### src/hdl/b2b_pkg.sv
// Package: BLAKE2b constants, message schedule and shared types.
`default_nettype none
package b2b_pkg;

  localparam int WordW   = 64;
  localparam int NumRegs = 2;
  localparam int AddrW   = 3;
  localparam int DefaultRounds = 6;

  localparam logic [AddrW-1:0] RegDigestBytes = 3'd0;
  localparam logic [AddrW-1:0] RegKeyBytes    = 3'd4;

  localparam logic [63:0] Iv [8] = '{
    64'h6a09e667f3bcc908, 64'hbb67ae8584caa73b,
    64'h3c6ef372fe94f82b, 64'ha54ff53a5f1d36f1,
    64'h510e527fade682d1, 64'h9b05688c2b3e6c1f,
    64'h1f83d9abfb41bd6b, 64'h5be0cd19137e2179
  };

  localparam logic [3:0] Sigma [10][16] = '{
    '{4'd0,4'd1,4'd2,4'd3,4'd4,4'd5,4'd6,4'd7,4'd8,4'd9,4'd10,4'd11,4'd12,4'd13,4'd14,4'd15},
    '{4'd14,4'd10,4'd4,4'd8,4'd9,4'd15,4'd13,4'd6,4'd1,4'd12,4'd0,4'd2,4'd11,4'd7,4'd5,4'd3},
    '{4'd11,4'd8,4'd12,4'd0,4'd5,4'd2,4'd15,4'd13,4'd10,4'd14,4'd3,4'd6,4'd7,4'd1,4'd9,4'd4},
    '{4'd7,4'd9,4'd3,4'd1,4'd13,4'd12,4'd11,4'd14,4'd2,4'd6,4'd5,4'd10,4'd4,4'd0,4'd15,4'd8},
    '{4'd9,4'd0,4'd5,4'd7,4'd2,4'd4,4'd10,4'd15,4'd14,4'd1,4'd11,4'd12,4'd6,4'd8,4'd3,4'd13},
    '{4'd2,4'd12,4'd6,4'd10,4'd0,4'd11,4'd8,4'd3,4'd4,4'd13,4'd7,4'd5,4'd15,4'd14,4'd1,4'd9},
    '{4'd12,4'd5,4'd1,4'd15,4'd14,4'd13,4'd4,4'd10,4'd0,4'd7,4'd6,4'd3,4'd9,4'd2,4'd8,4'd11},
    '{4'd13,4'd11,4'd7,4'd14,4'd12,4'd1,4'd3,4'd9,4'd5,4'd0,4'd15,4'd4,4'd8,4'd6,4'd2,4'd10},
    '{4'd6,4'd15,4'd14,4'd9,4'd11,4'd3,4'd0,4'd8,4'd12,4'd2,4'd13,4'd7,4'd1,4'd4,4'd10,4'd5},
    '{4'd10,4'd2,4'd8,4'd4,4'd7,4'd6,4'd1,4'd5,4'd15,4'd11,4'd9,4'd14,4'd3,4'd12,4'd13,4'd0}
  };

  // Controller -> datapath commands
  typedef struct packed {
    logic       absorb;     // store accepted word, bump counter
    logic       comp_start; // load working vector
    logic       comp_final;
    logic       round_step; // one half round
    logic       comp_done;  // fold into chain value
    logic       pad_clear;  // zero the slot at the fill point
    logic       restart;    // reload chain value from parameters
    logic       out_load;   // load digest word
    logic [2:0] out_idx;
  } b2b_cmd_t;

  // Datapath -> controller status
  typedef struct packed {
    logic [4:0] word_pos;
    logic       pending;
    logic       run_empty;
    logic [6:0] digest_len;
  } b2b_stat_t;

  function automatic logic [63:0] ror64(input logic [63:0] x, input int n);
    ror64 = (x >> n) | (x << (64 - n));
  endfunction

endpackage
`default_nettype wire

### src/hdl/b2b_ctrl.sv
// Controller: sequences absorb, compression, padding and digest output.
`default_nettype none
module b2b_ctrl #(
  parameter int Rounds = b2b_pkg::DefaultRounds
) (
  input  wire logic              clk,
  input  wire logic              rst,
  input  wire logic              in_valid,
  output logic                   in_ready,
  input  wire logic [3:0]        in_count,
  input  wire logic              in_last,
  input  wire logic              cfg_we,
  input  wire b2b_pkg::b2b_stat_t stat,
  output b2b_pkg::b2b_cmd_t      cmd,
  output logic                   out_valid,
  input  wire logic              out_ready,
  output logic                   out_final
);
  localparam logic [2:0] StIdle  = 3'd0;
  localparam logic [2:0] StRound = 3'd1;
  localparam logic [2:0] StFold  = 3'd2;
  localparam logic [2:0] StPad   = 3'd3;
  localparam logic [2:0] StOut   = 3'd4;
  localparam logic [2:0] StShow  = 3'd5;
  localparam int StepW = $clog2(2 * Rounds + 1);

  logic [2:0] state, state_next;
  logic [StepW-1:0] steps, steps_next;
  logic final_c, final_c_next;   // current compression is the final one
  logic hold_word, hold_word_next; // word waits behind a non-final compression
  logic hold_last, hold_last_next;
  logic [3:0] hold_cnt, hold_cnt_next;
  logic [2:0] oidx, oidx_next;
  logic [3:0] nout;
  logic [3:0] bc;
  logic acc;

  assign nout = 4'((stat.digest_len + 7'd7) >> 3);
  assign bc = (in_count > 4'd8) ? 4'd8 : in_count;
  assign in_ready = (state == StIdle) && !hold_word;
  assign acc = in_valid && in_ready;
  assign out_valid = (state == StShow);
  assign out_final = ({1'b0, oidx} == nout - 4'd1);

  always_comb begin
    state_next = state; steps_next = steps; final_c_next = final_c;
    hold_word_next = hold_word; hold_last_next = hold_last; hold_cnt_next = hold_cnt;
    oidx_next = oidx;
    cmd = '0;
    cmd.out_idx = oidx;
    cmd.comp_final = final_c;
    case (state)
      StIdle: begin
        if (cfg_we && stat.run_empty) cmd.restart = 1'b1;
        if (hold_word) begin
          // Resume the word that triggered the block compression.
          hold_word_next = 1'b0;
          if (hold_cnt != 4'd0) cmd.absorb = 1'b1;
          if (hold_last) state_next = StPad;
        end else if (acc && !(bc == 4'd0 && !in_last)) begin
          if (bc != 4'd0 && stat.pending) begin
            hold_word_next = 1'b1; hold_last_next = in_last; hold_cnt_next = bc;
            final_c_next = 1'b0;
            cmd.comp_start = 1'b1; cmd.comp_final = 1'b0;
            steps_next = '0; state_next = StRound;
          end else begin
            if (bc != 4'd0) cmd.absorb = 1'b1;
            if (in_last) state_next = StPad;
          end
        end
      end
      StPad: begin
        if (stat.word_pos < 5'd16 && !stat.pending) cmd.pad_clear = 1'b1;
        else begin
          final_c_next = 1'b1;
          cmd.comp_start = 1'b1; cmd.comp_final = 1'b1;
          steps_next = '0; state_next = StRound;
        end
      end
      StRound: begin
        cmd.round_step = 1'b1;
        steps_next = steps + 1'b1;
        if (32'(steps) == 2 * Rounds - 1) state_next = StFold;
      end
      StFold: begin
        cmd.comp_done = 1'b1;
        oidx_next = 3'd0;
        state_next = final_c ? StOut : StIdle;
      end
      StOut: begin
        cmd.out_load = 1'b1;
        state_next = StShow;
      end
      StShow: begin
        if (out_ready) begin
          if (out_final) begin
            cmd.restart = 1'b1; state_next = StIdle;
          end else begin
            oidx_next = oidx + 3'd1; state_next = StOut;
          end
        end
      end
      default: state_next = StIdle;
    endcase
  end

  always_ff @(posedge clk) begin
    if (rst) begin
      state <= StIdle; hold_word <= 1'b0; steps <= '0; final_c <= 1'b0;
      hold_last <= 1'b0; hold_cnt <= 4'd0; oidx <= 3'd0;
    end else begin
      state <= state_next; steps <= steps_next; final_c <= final_c_next;
      hold_word <= hold_word_next; hold_last <= hold_last_next;
      hold_cnt <= hold_cnt_next; oidx <= oidx_next;
    end
  end

`ifndef SYNTH
  a_no_in_busy: assert property (@(posedge clk) disable iff (rst)
    (state != StIdle) |-> !in_ready) else $error("input taken while busy");
  a_round_end: assert property (@(posedge clk) disable iff (rst)
    (state == StFold) |-> $past(state) == StRound) else $error("fold without rounds");
  a_out_hold: assert property (@(posedge clk) disable iff (rst)
    (out_valid && !out_ready) |=> out_valid) else $error("digest word dropped");
`endif
endmodule
`default_nettype wire

### config.mk
export PLATFORM = sky130hd
export DESIGN_NAME = b2b_ctrl
export DESIGN_NICKNAME = d
export VERILOG_FILES = /design/src/hdl/b2b_pkg.sv /design/src/hdl/b2b_ctrl.sv
export SDC_FILE = /design/constraint.sdc
export NUM_CORES = 1
export LEC_CHECK = 0
export ABC_CLOCK_PERIOD_IN_PS = 2700
export BUFFER_PORTS_ARGS = -buffer_cell sky130_fd_sc_hd__buf_2
export CORE_MARGIN = 3
export CORE_UTILIZATION = 42
export CTS_BUF_LIST = sky130_fd_sc_hd__clkbuf_4
export CTS_CLUSTER_DIAMETER = 150
export DETAILED_ROUTE_END_ITERATION = 16
export GPL_TIMING_DRIVEN = 0
export MAX_ROUTING_LAYER = met4
export PLACE_DENSITY = 0.81
export SETUP_SLACK_MARGIN = 0.3
export SLEW_MARGIN = 5
export SYNTH_ARGS = -nofsm -noshare
export SYNTH_HDL_FRONTEND = slang
export SYNTH_SLANG_ARGS = --single-unit
### constraint.sdc
create_clock -name clk -period 2.7 [get_ports clk]
set_input_delay 0.135 -clock clk [delete_from_list [all_inputs] [get_ports clk]]
set_output_delay 0.135 -clock clk [all_outputs]
set_load 0.02 [all_outputs]
==> impl_metrics.csv, run 1 <==
group,metric,value,unit
setup_path,worstPathRequired,2.57,ns
cts,cts-root-buf,"clkbuf_4",
worst_hold_path,hold_path_class,"in -> reg",
setup_path,critPathSlowestCell,"or3_4",
die,io_pins,38,
detailed_routing,drc,0,
die,design.core.area,0.00250,mm^2
finish,fillCellCount,232,
setup_path,worstPathArrival,2.23,ns
detailed_routing,drt-pass1-iter-count,4,
setup_path,regToRegSetupSlack,0.86,ns
placed_design,portBuffers,33,
cts,clk_latency,0.29,ns
yosys,synth.area.mux_share,0.0492,
setup_path,path_class,"in -> out",
placed_design,place_ws,0.323,ns
finish,area_growth,25.4,%
grt,grt_pass1_wl,4420,um
detailed_routing,wl_per_cell,13.6,um
sta,rsz0062_at_grt,"no",
die,num_rows,18,
yosys,yosysWarningCount,0,
setup_path,path_max_fanout,5,
yosys,yosys.area.top_type_share,0.304,
cts,cts_tree,"done",
detailed_routing,antenna_left,0,
yosys,syn_inst,127,
sta,fin_tns_setup,0,ns
sta,max_slew.worst_pin.slew,0.633,ns
cts,cts_hold_buf,0,
cts,path_clk_slew,0.10,ns
setup_path,worstReg2RegEnd,"steps[2]",
yosys,synthXorXnorAreaFrac,0.117,
sta,fin_crit_sh,0.877,
grt,busiest_layer,"met2",
detailed_routing,drt_iter0_drc,94,
setup_path,worstRegToRegCells,6,
die,die_x,57.6,um
sta,slew-limit-headroom,0.577,
grt,grtUsageMet1,0.202,
yosys,synth_nets,154,
yosys,synth_commonest_cells,"dfxtp_1 (17), nor2_1 (13), nand2_1 (12)",
worst_hold_path,holdPathEnd,"hold_last",
detailed_routing,routed_via_density,5.60,
yosys,yosys.area_share.simple,0.295,
worst_hold_path,hold_start,"in_last",
power_and_ir_drop,leakage,0.602,nW
finish,drive_gt1_frac,0.314,
yosys,ys_top_cells_by_area,"dfxtp_1 (30%), xnor2_1 (5.5%), nor2_1 (4.4%), a21oi_1 (4.0%), nand2_1 (4.0%)",
grt,track_usage,0.175,
yosys,synth-async-reset-ratio,0,
yosys,synth_edf_count,0,
grt,grt_start_max_net_pins,11,
sta,setup_viol_count_final,0,
die,dieHeight,57.6,um
sta,slew_viol_final,0,
detailed_routing,totalWireLength,2710,um
power_and_ir_drop,power,0.703,mW
yosys,synth_area,0.00112,mm^2
finish,post-route-util,0.561,
placed_design,globalplace.congestion,0.846,
yosys,synth.distinct_cells,43,
grt,grt_pass1_vias,1011,
sta,finClkSkew,0.00559,ns
finish,diodes,0,
sta,fin_crit,2.37,ns
yosys,ys_ff_latch,17,
cts,cts_num_sinks,17,
setup_path,worstSetupStartpointType,"primary input",
cts,clock_path_buffers,2,
die,floorplan.initialDensity,0.447,
sta,worst_slack,0.331,ns
finish,fin_nets,197,
yosys,synthFlopType,"dfxtp_1",
yosys,syn_area_per_cell,8.81,um^2
placed_design,place_hpwl,2020,um
grt,use_met2,0.302,
yosys,synth_compound_area_frac,0.170,
setup_path,end_kind,"output port",
yosys,synth_top_area_cell,"dfxtp_1",
grt,use_met3,0.0317,
sta,max_freq,422,MHz
detailed_routing,num_vias,1115,
power_and_ir_drop,peakVddDrop,0.334,mV
setup_path,reg2reg_from,"state[1]",
cts,htreeDepth,1,
yosys,seq_area_frac_synth,0.304,
grt,antenna_found_initial,0,
yosys,synthAdderAreaFrac,0.0336,
setup_path,crit_path_cell_trace,"buf_2, or3_4, buf_8, nand2_4, xor2_1, ha_2, xor2_1, xnor2_1, xnor2_2, nand4_1, buf_4, inv_1, buf_2",
cts,numCtsBuffers,3,
yosys,synth.most_common_cell,"dfxtp_1",
run_status,status,"finished, final reports clean",
grt,grt_overflow_total,0,
die,die_area,0.00332,mm^2
sta,hold_viol,0,
power_and_ir_drop,powerDensity,501,mW/mm^2
run,max_cap_viol_count,0,
setup_path,slowest_delay,0.38,ns
yosys,synth_top_family_by_area,"simple AND/OR/NAND/NOR gates",
worst_hold_path,hold_depth,3,
-- per-stage QoR --
stage	area [um^2]	instances	hold WS, ns
after global placement	1320	190	0.386
after floorplan	1120	127	0.279
after CTS	1350	194	0.0997
after global routing	1400	199	0.111
after detailed placement	1320	190	0.408
final	1400	199	0.0996
-- sequential cells by signal, summed over array words and instances, names as in the netlist --
signal and flops:
hold_cnt 4, state 3, hold_word 1, hold_last 1, oidx 3, final_c 1
steps 4
-- critical path, delay by kind of cell --
kind / cells / cell delay [ns]
adders and majority gates: 1 / 0.20
xor gates and xnor gates: 4 / 0.72
and+or+nand+nor: 3 / 0.57
buffers and inverters: 5 / 0.60
-- how the worst max path moves through the flow --
| stage | depth (start not counted) | from | to | slack [ns] |
|---|---|---|---|---|
| final | 13 | stat[0] | out_final | 0.33 |
| after floorplan | 10 | stat[2] | cmd[4] | 0.49 |
| after global routing | 13 | stat[0] | out_final | 0.23 |
| after global placement | 12 | stat[2] | cmd[4] | 0.38 |
| after CTS | 12 | stat[2] | cmd[4] | 0.31 |
| after detailed placement | 12 | stat[2] | cmd[4] | 0.32 |
-- per-layer routing --
metal,part of all wire,vias to the layer above
met2,0.52,56
met5,0,-
li1,-,545
met4,0.014,0
met3,0.084,8
met1,0.39,506
-- cells by family after synthesis --
group / count (synthesis)
multiplexers: 5
flip-flops: 17
buffers and inverters: 7
AO/OA/AOI/OAI: 26
AND/OR/NAND/NOR: 57
XOR/XNOR: 12
adder cells (fa/ha/maj): 3
-- layout by cell type, fill, tap and decap left out, types with 2 or more instances in the layout --
master    instances
dfxtp_1          17
nand3_1           5
nor2b_1           2
nor2_1           13
clkbuf_4          3
xnor2_1           7
xor2_1            3
inv_1             2
or3_1             2
nand3b_1          5
clkbuf_1          4
buf_4             6
ha_1              2
nor3b_1           5
o21ai_0           5
a21oi_1           9
mux2i_1           4
nand2b_1          2
nand2_1          11
nor3_1            2
buf_2            32
-- timing repair --
action / 4_1_cts / 5_1_grt
setup buffers: 0 / 5
setup endpoints to repair: 0 / 1
gates resized for setup: 0 / 5
-- power breakdown --
part / switching (mW) / internal (mW) / total, mW
combinational: 0.163 / 0.112 / 0.275
sequential: 0.0199 / 0.272 / 0.292
clock: 0.0806 / 0.0551 / 0.136
total: 0.264 / 0.439 / 0.703
-- area by class of cell --
| cell class | count | area (um^2) | share of cell area |
|---|---|---|---|
| flip-flops and latches | 17 | 340 | 0.243 |
| well taps | 30 | 37.5 | 0.0268 |
| clock buffers | 3 | 22.5 | 0.0161 |
| multi-input cells | 103 | 754 | 0.538 |
| clock inverters | 1 | 5.00 | 0.00357 |
| inverters | 2 | 7.51 | 0.00535 |
| plain buffers | 5 | 30.0 | 0.0214 |
| repair buffers | 38 | 205 | 0.146 |
No activity file was read; power rests on OpenSTA's default activity.
==> run 2: changes to the inputs <==
--- a/config.mk
+++ b/config.mk
@@ -12,7 +12,6 @@
 export CTS_BUF_LIST = sky130_fd_sc_hd__clkbuf_4
 export CTS_CLUSTER_DIAMETER = 150
 export DETAILED_ROUTE_END_ITERATION = 16
-export GPL_TIMING_DRIVEN = 0
 export MAX_ROUTING_LAYER = met4
 export PLACE_DENSITY = 0.81
 export SETUP_SLACK_MARGIN = 0.3
==> impl_metrics.csv, run 2 (same netlist as run 1, synthesis figures left out) <==
group,metric,value,unit
run_status,status,"finished, final reports clean",
die,num_rows,18,
finish,reg.largest.list,"hold_cnt (4), steps (4)",
power_and_ir_drop,powerDensity,507,mW/mm^2
setup_path,worstPathRequired,2.57,ns
setup_path,critPathLaunch,"stat[0]",
setup_path,path_class,"in -> out",
finish,drive_gt1_frac,0.321,
sta,max_slew.worst_pin.slew,0.630,ns
cts,numCtsBuffers,3,
run,max_cap_viol_count,0,
finish,ff_latch_area,340,um^2
finish,area_growth,22.3,%
finish,multi_input_area,764,um^2
placed_design,portBuffers,33,
finish,stdcell_count,192,
setup_path,end_kind,"output port",
sta,max_freq,442,MHz
grt,grt_overflow_total,0,
die,die_x,57.6,um
placed_design,globalplace.congestion,0.767,
placed_design,place_ws,0.341,ns
setup_path,worstSetupStartpointType,"primary input",
finish,post-route-util,0.547,
detailed_routing,num_vias,1053,
grt,grt_pass1_wl,4250,um
sta,rsz0062_at_grt,"no",
finish,diodes,0,
placed_design,dpl.cell_count,185,
detailed_routing,antenna_left,0,
detailed_routing,totalWireLength,2580,um
sta,fin_crit,2.26,ns
finish,fillCellCount,230,
cts,clk_latency,0.29,ns
grt,grt_start_max_net_pins,18,
detailed_routing,routed_via_density,5.48,
placed_design,place_hpwl,2060,um
sta,finClkSkew,0.00886,ns
power_and_ir_drop,leakage,0.585,nW
sta,fin_tns_setup,0,ns
detailed_routing,drt-pass1-iter-count,4,
detailed_routing,drc,0,
setup_path,worstPathArrival,2.13,ns
detailed_routing,wl_per_cell,13.5,um
finish,layout_common_cells,"buf_2 (32), dfxtp_1 (17), nor2_1 (13)",
die,dieHeight,57.6,um
die,io_pins,38,
grt,antenna_found_initial,0,
cts,htreeDepth,1,
cts,cts_tree,"done",
placed_design,dpl_cell_area,0.00129,mm^2
sta,worst_slack,0.438,ns
sta,slew_viol_final,0,
die,die_area,0.00332,mm^2
grt,grt_pass1_vias,1051,
power_and_ir_drop,peakVddDrop,0.287,mV
finish,fin_nets,190,
setup_path,path_max_fanout,5,
worst_hold_path,hold_start,"in_last",
die,floorplan.initialDensity,0.447,
detailed_routing,drt_iter0_drc,32,
cts,cts_num_sinks,17,
cts,cts-root-buf,"clkbuf_4",
finish,final_common_cell,"buf_2",
sta,hold_viol,0,
finish,finish.instance_area,0.00137,mm^2
cts,path_clk_slew,0.10,ns
die,design.core.area,0.00250,mm^2
cts,cts_hold_buf,0,
cts,clock_path_buffers,2,
worst_hold_path,hold_path_class,"in -> reg",
grt,track_usage,0.169,
setup_path,reg2reg_from,"state[2]",
sta,fin_crit_sh,0.838,
sta,setup_viol_count_final,0,
sta,slew-limit-headroom,0.579,
-- run 2: through the flow --
stage / hold slack, ns / power, mW
6_report: 0.111 / 0.693
5_1_grt: 0.0959 / 0.748
4_1_cts: 0.105 / 0.683
3_5_place_dp: 0.418 / 0.547
3_3_place_gp: 0.386 / 0.535
2_1_floorplan: 0.279 / 0.475
-- run 2: layer usage --
metal / routed length (um) / global-route usage / vias up
met5: 0 / - / -
met3: 132 / 0.0271 / 8
met1: 1070 / 0.177 / 487
met2: 1320 / 0.294 / 28
li1: - / - / 530
met4: 59 / 0.103 / 0
-- run 2: where the power goes --
| part | internal [mW] | switching (mW) |
|---|---|---|
| Clock | 0.0550 | 0.0793 |
| Sequential | 0.272 | 0.0340 |
| Combinational | 0.108 | 0.145 |
-- run 2: critical path, cell delays in order --
cell and delay, ns:
buf_2 0.09, or3_4 0.44, xnor2_1 0.23, ha_2 0.24, xor2_2 0.18, xnor2_2 0.11
xnor2_2 0.21, nand4_1 0.13, o22ai_1 0.20, buf_4 0.17
-- run 2: final timing paths --
path	to	slack [ns]	cells after the start
max	cmd[4]	0.44	10
min	hold_last	0.11	3
max reg2reg	oidx[0]	0.92	5
min reg2reg	hold_cnt[2]	0.48	2
-- run 2: layout make-up --
class,instances,share of cell area
Clock buffer,3,0.0165
Tap cell,30,0.0274
Timing Repair Buffer,36,0.139
Multi-Input combinational cell,103,0.559
Clock inverter,1,0.00366
Sequential cell,17,0.249
Inverter,2,0.00549
-- run 2: repair_timing --
item                                    4_1_cts  5_1_grt
endpoints found under the setup margin        0        1
endpoints found under the hold margin         0        0
setup buffers                                 0        3
resized for setup                             0        5
==> run 3: changes to the inputs <==
--- a/config.mk
+++ b/config.mk
@@ -5,7 +5,8 @@
 export SDC_FILE = /design/constraint.sdc
 export NUM_CORES = 1
 export LEC_CHECK = 0
-export ABC_CLOCK_PERIOD_IN_PS = 2700
+export ABC_AREA = 1
+export ABC_CLOCK_PERIOD_IN_PS = 2300
 export BUFFER_PORTS_ARGS = -buffer_cell sky130_fd_sc_hd__buf_2
 export CORE_MARGIN = 3
 export CORE_UTILIZATION = 42
@@ -13,7 +14,7 @@
 export CTS_CLUSTER_DIAMETER = 150
 export DETAILED_ROUTE_END_ITERATION = 16
 export MAX_ROUTING_LAYER = met4
-export PLACE_DENSITY = 0.81
+export PLACE_DENSITY = 0.79
 export SETUP_SLACK_MARGIN = 0.3
 export SLEW_MARGIN = 5
 export SYNTH_ARGS = -nofsm -noshare
==> constraint.sdc (replaced) <==
create_clock -name clk -period 2.3 [get_ports clk]
set_input_delay 0.115 -clock clk [delete_from_list [all_inputs] [get_ports clk]]
set_output_delay 0.115 -clock clk [all_outputs]
set_load 0.02 [all_outputs]
==> impl_metrics.csv, run 3 <==
group,metric,value,unit
yosys,seq_area_frac_synth,0.265,
sta,slew_viol_final,0,
finish,fillCellCount,284,
cts,htreeDepth,1,
yosys,synth.most_common_cell,"nand2_1",
finish,drive_gt1_frac,0.365,
cts,cts_tree,"done",
yosys,synth.distinct_cells,32,
detailed_routing,wl_per_cell,10.8,um
detailed_routing,totalWireLength,2860,um
yosys,yosys.area.top_type_share,0.265,
detailed_routing,num_vias,1318,
finish,reg.largest.list,"hold_cnt (4), steps (4)",
die,io_pins,38,
power_and_ir_drop,internal-power,0.655,mW
die,design.core.area,0.00283,mm^2
yosys,syn_area_per_cell,6.76,um^2
detailed_routing,routed_via_density,4.99,
yosys,synth-async-reset-ratio,0,
power_and_ir_drop,clockPowerShare,0.141,
setup_path,worstSetupStartpointType,"flip-flop",
grt,grt_pass1_vias,1089,
power_and_ir_drop,leakage,0.802,nW
setup_path,end_kind,"output port",
yosys,synth_top_area_cell,"dfxtp_1",
cts,clk_latency,0.30,ns
die,floorplan.initialDensity,0.454,
finish,ff_latch_area,345,um^2
die,dieHeight,61.3,um
power_and_ir_drop,switching_share,0.441,
power_and_ir_drop,peakVddDrop,0.508,mV
power_and_ir_drop,p_switching,0.518,mW
yosys,synth_commonest_cells,"nand2_1 (35), inv_1 (30), nand3_1 (18)",
sta,slew-limit-headroom,0.777,
die,num_rows,19,
finish,fin_nets,261,
finish,multi_input_area,826,um^2
placed_design,globalplace.congestion,0.791,
run_status,status,"finished, final reports clean",
setup_path,regToRegSetupSlack,0.58,ns
worst_hold_path,hold_path_class,"in -> reg",
placed_design,place_hpwl,2290,um
power_and_ir_drop,power,1.17,mW
grt,grt_pass1_wl,4540,um
sta,max_slew.worst_pin.slew,0.332,ns
yosys,yosysWarningCount,0,
sta,worst_slack,0.422,ns
grt,grt_overflow_total,0,
finish,diodes,0,
power_and_ir_drop,seqPwrFrac,0.325,
cts,cts_hold_buf,0,
sta,hold_viol,0,
yosys,synthFlopType,"dfxtp_1",
power_and_ir_drop,powerDensity,736,mW/mm^2
yosys,syn_inst,190,
die,die_x,61.3,um
cts,numCtsBuffers,3,
detailed_routing,drt_iter0_drc,57,
setup_path,worstPathArrival,1.76,ns
run,max_cap_viol_count,0,
grt,antenna_found_initial,0,
sta,fin_crit,1.88,ns
setup_path,path_class,"reg -> out",
setup_path,path_max_fanout,4,
detailed_routing,drt-pass1-iter-count,4,
finish,finish.instance_area,0.00159,mm^2
sta,finClkSkew,0.00238,ns
finish,final_common_cell,"nand2_1",
sta,max_freq,533,MHz
sta,rsz0062_at_grt,"no",
grt,grt_start_max_net_pins,16,
detailed_routing,antenna_left,0,
yosys,ys_top_cells_by_area,"dfxtp_1 (26%), nand2_1 (10%), inv_1 (8.8%), nand3_1 (7.0%), nand2_2 (5.8%)",
yosys,synth_area,0.00128,mm^2
detailed_routing,drc,0,
sta,setup_viol_count_final,0,
yosys,synth_edf_count,0,
yosys,synth_nets,217,
finish,post-route-util,0.563,
die,die_area,0.00376,mm^2
cts,clock_path_buffers,2,
placed_design,portBuffers,33,
grt,track_usage,0.164,
cts,cts_num_sinks,17,
setup_path,worstPathRequired,2.18,ns
placed_design,dpl_cell_area,0.00149,mm^2
sta,fin_tns_setup,0,ns
finish,layout_common_cells,"nand2_1 (34), buf_2 (31), inv_1 (29)",
finish,area_growth,24.1,%
cts,cts-root-buf,"clkbuf_4",
power_and_ir_drop,comb_power_share,0.534,
placed_design,place_ws,0.372,ns
cts,path_clk_slew,0.10,ns
sta,fin_crit_sh,0.816,
yosys,ys_ff_latch,17,
-- run 3: cell count changes after synthesis, moves of 6 or more --
cell     change
nand3_1     +13
inv_1       +28
nand2_1     +23
xnor2_1      -6
nand2_2     +12
-- run 3: final cells by class --
class,instances,share of cell area
Multi-Input combinational cell,137,0.518
Sequential cell,17,0.217
Timing Repair Buffer,40,0.140
Inverter,35,0.0840
Tap cell,31,0.0243
Clock buffer,3,0.0141
Clock inverter,1,0.00314
-- run 3: metrics by stage --
| step | hold WS (ns) | instances |
|---|---|---|
| finish | 0.0636 | 264 |
| CTS | 0.0605 | 257 |
| global placement | 0.383 | 253 |
| global route | 0.0639 | 264 |
| detailed placement | 0.391 | 253 |
| floorplan | 0.184 | 190 |
-- run 3: power groups by stage --
stage / clock network (mW) / registers [mW] / logic (mW)
final: 0.166 / 0.381 / 0.626
after global routing: 0.184 / 0.386 / 0.687
after CTS: 0.170 / 0.376 / 0.540
after detailed placement: 0 / 0.383 / 0.537
after global placement: 0 / 0.383 / 0.529
after floorplan: 0 / 0.374 / 0.412
-- run 3: routing by layer --
metal / wire length (um) / GRT usage / vias to the layer above
met5: 0 / - / -
met4: 30 / 0.0650 / 0
met3: 159 / 0.0294 / 4
met2: 1440 / 0.278 / 30
met1: 1230 / 0.191 / 595
li1: - / - / 689
-- run 3: cell families (layout without fill, tap and decap cells) --
family | count (synthesis) | after routing | synth area share
XOR/XNOR | 5 | 5 | 0.0341
AO/OA/AOI/OAI | 30 | 30 | 0.163
AND/OR/NAND/NOR | 99 | 99 | 0.404
buffers and inverters | 36 | 79 | 0.105
adder cells (fa/ha/maj) | 3 | 3 | 0.0292
flip-flops | 17 | 17 | 0.265
-- run 3: what timing repair did --
| item | in CTS | in global routing |
|---|---|---|
| hold endpoints to repair | 0 | 0 |
| setup endpoints to repair | 0 | 3 |
| buffers inserted | 0 | 7 |
| resized for setup | 0 | 11 |
-- run 3: final timing paths --
path | startpoint | end | depth (start not counted)
worst min-delay path | in_count[0] | hold_cnt[0] | 3
worst min register to register | hold_cnt[2] | hold_cnt[2] | 2
worst max register to register | state[1] | steps[2] | 11
worst max-delay path | state[1] | cmd[8] | 11
-- run 3: critical path, cell delays in order, from the launching register on --
cell	delay, ns
dfxtp_4	0.38
nor2_4	0.12
inv_2	0.05
nor2_4	0.16
inv_4	0.07
nor2_8	0.10
o211ai_4	0.10
nor2_4	0.13
nor2_1	0.06
nand2_1	0.07
o21ai_2	0.06
buf_4	0.16
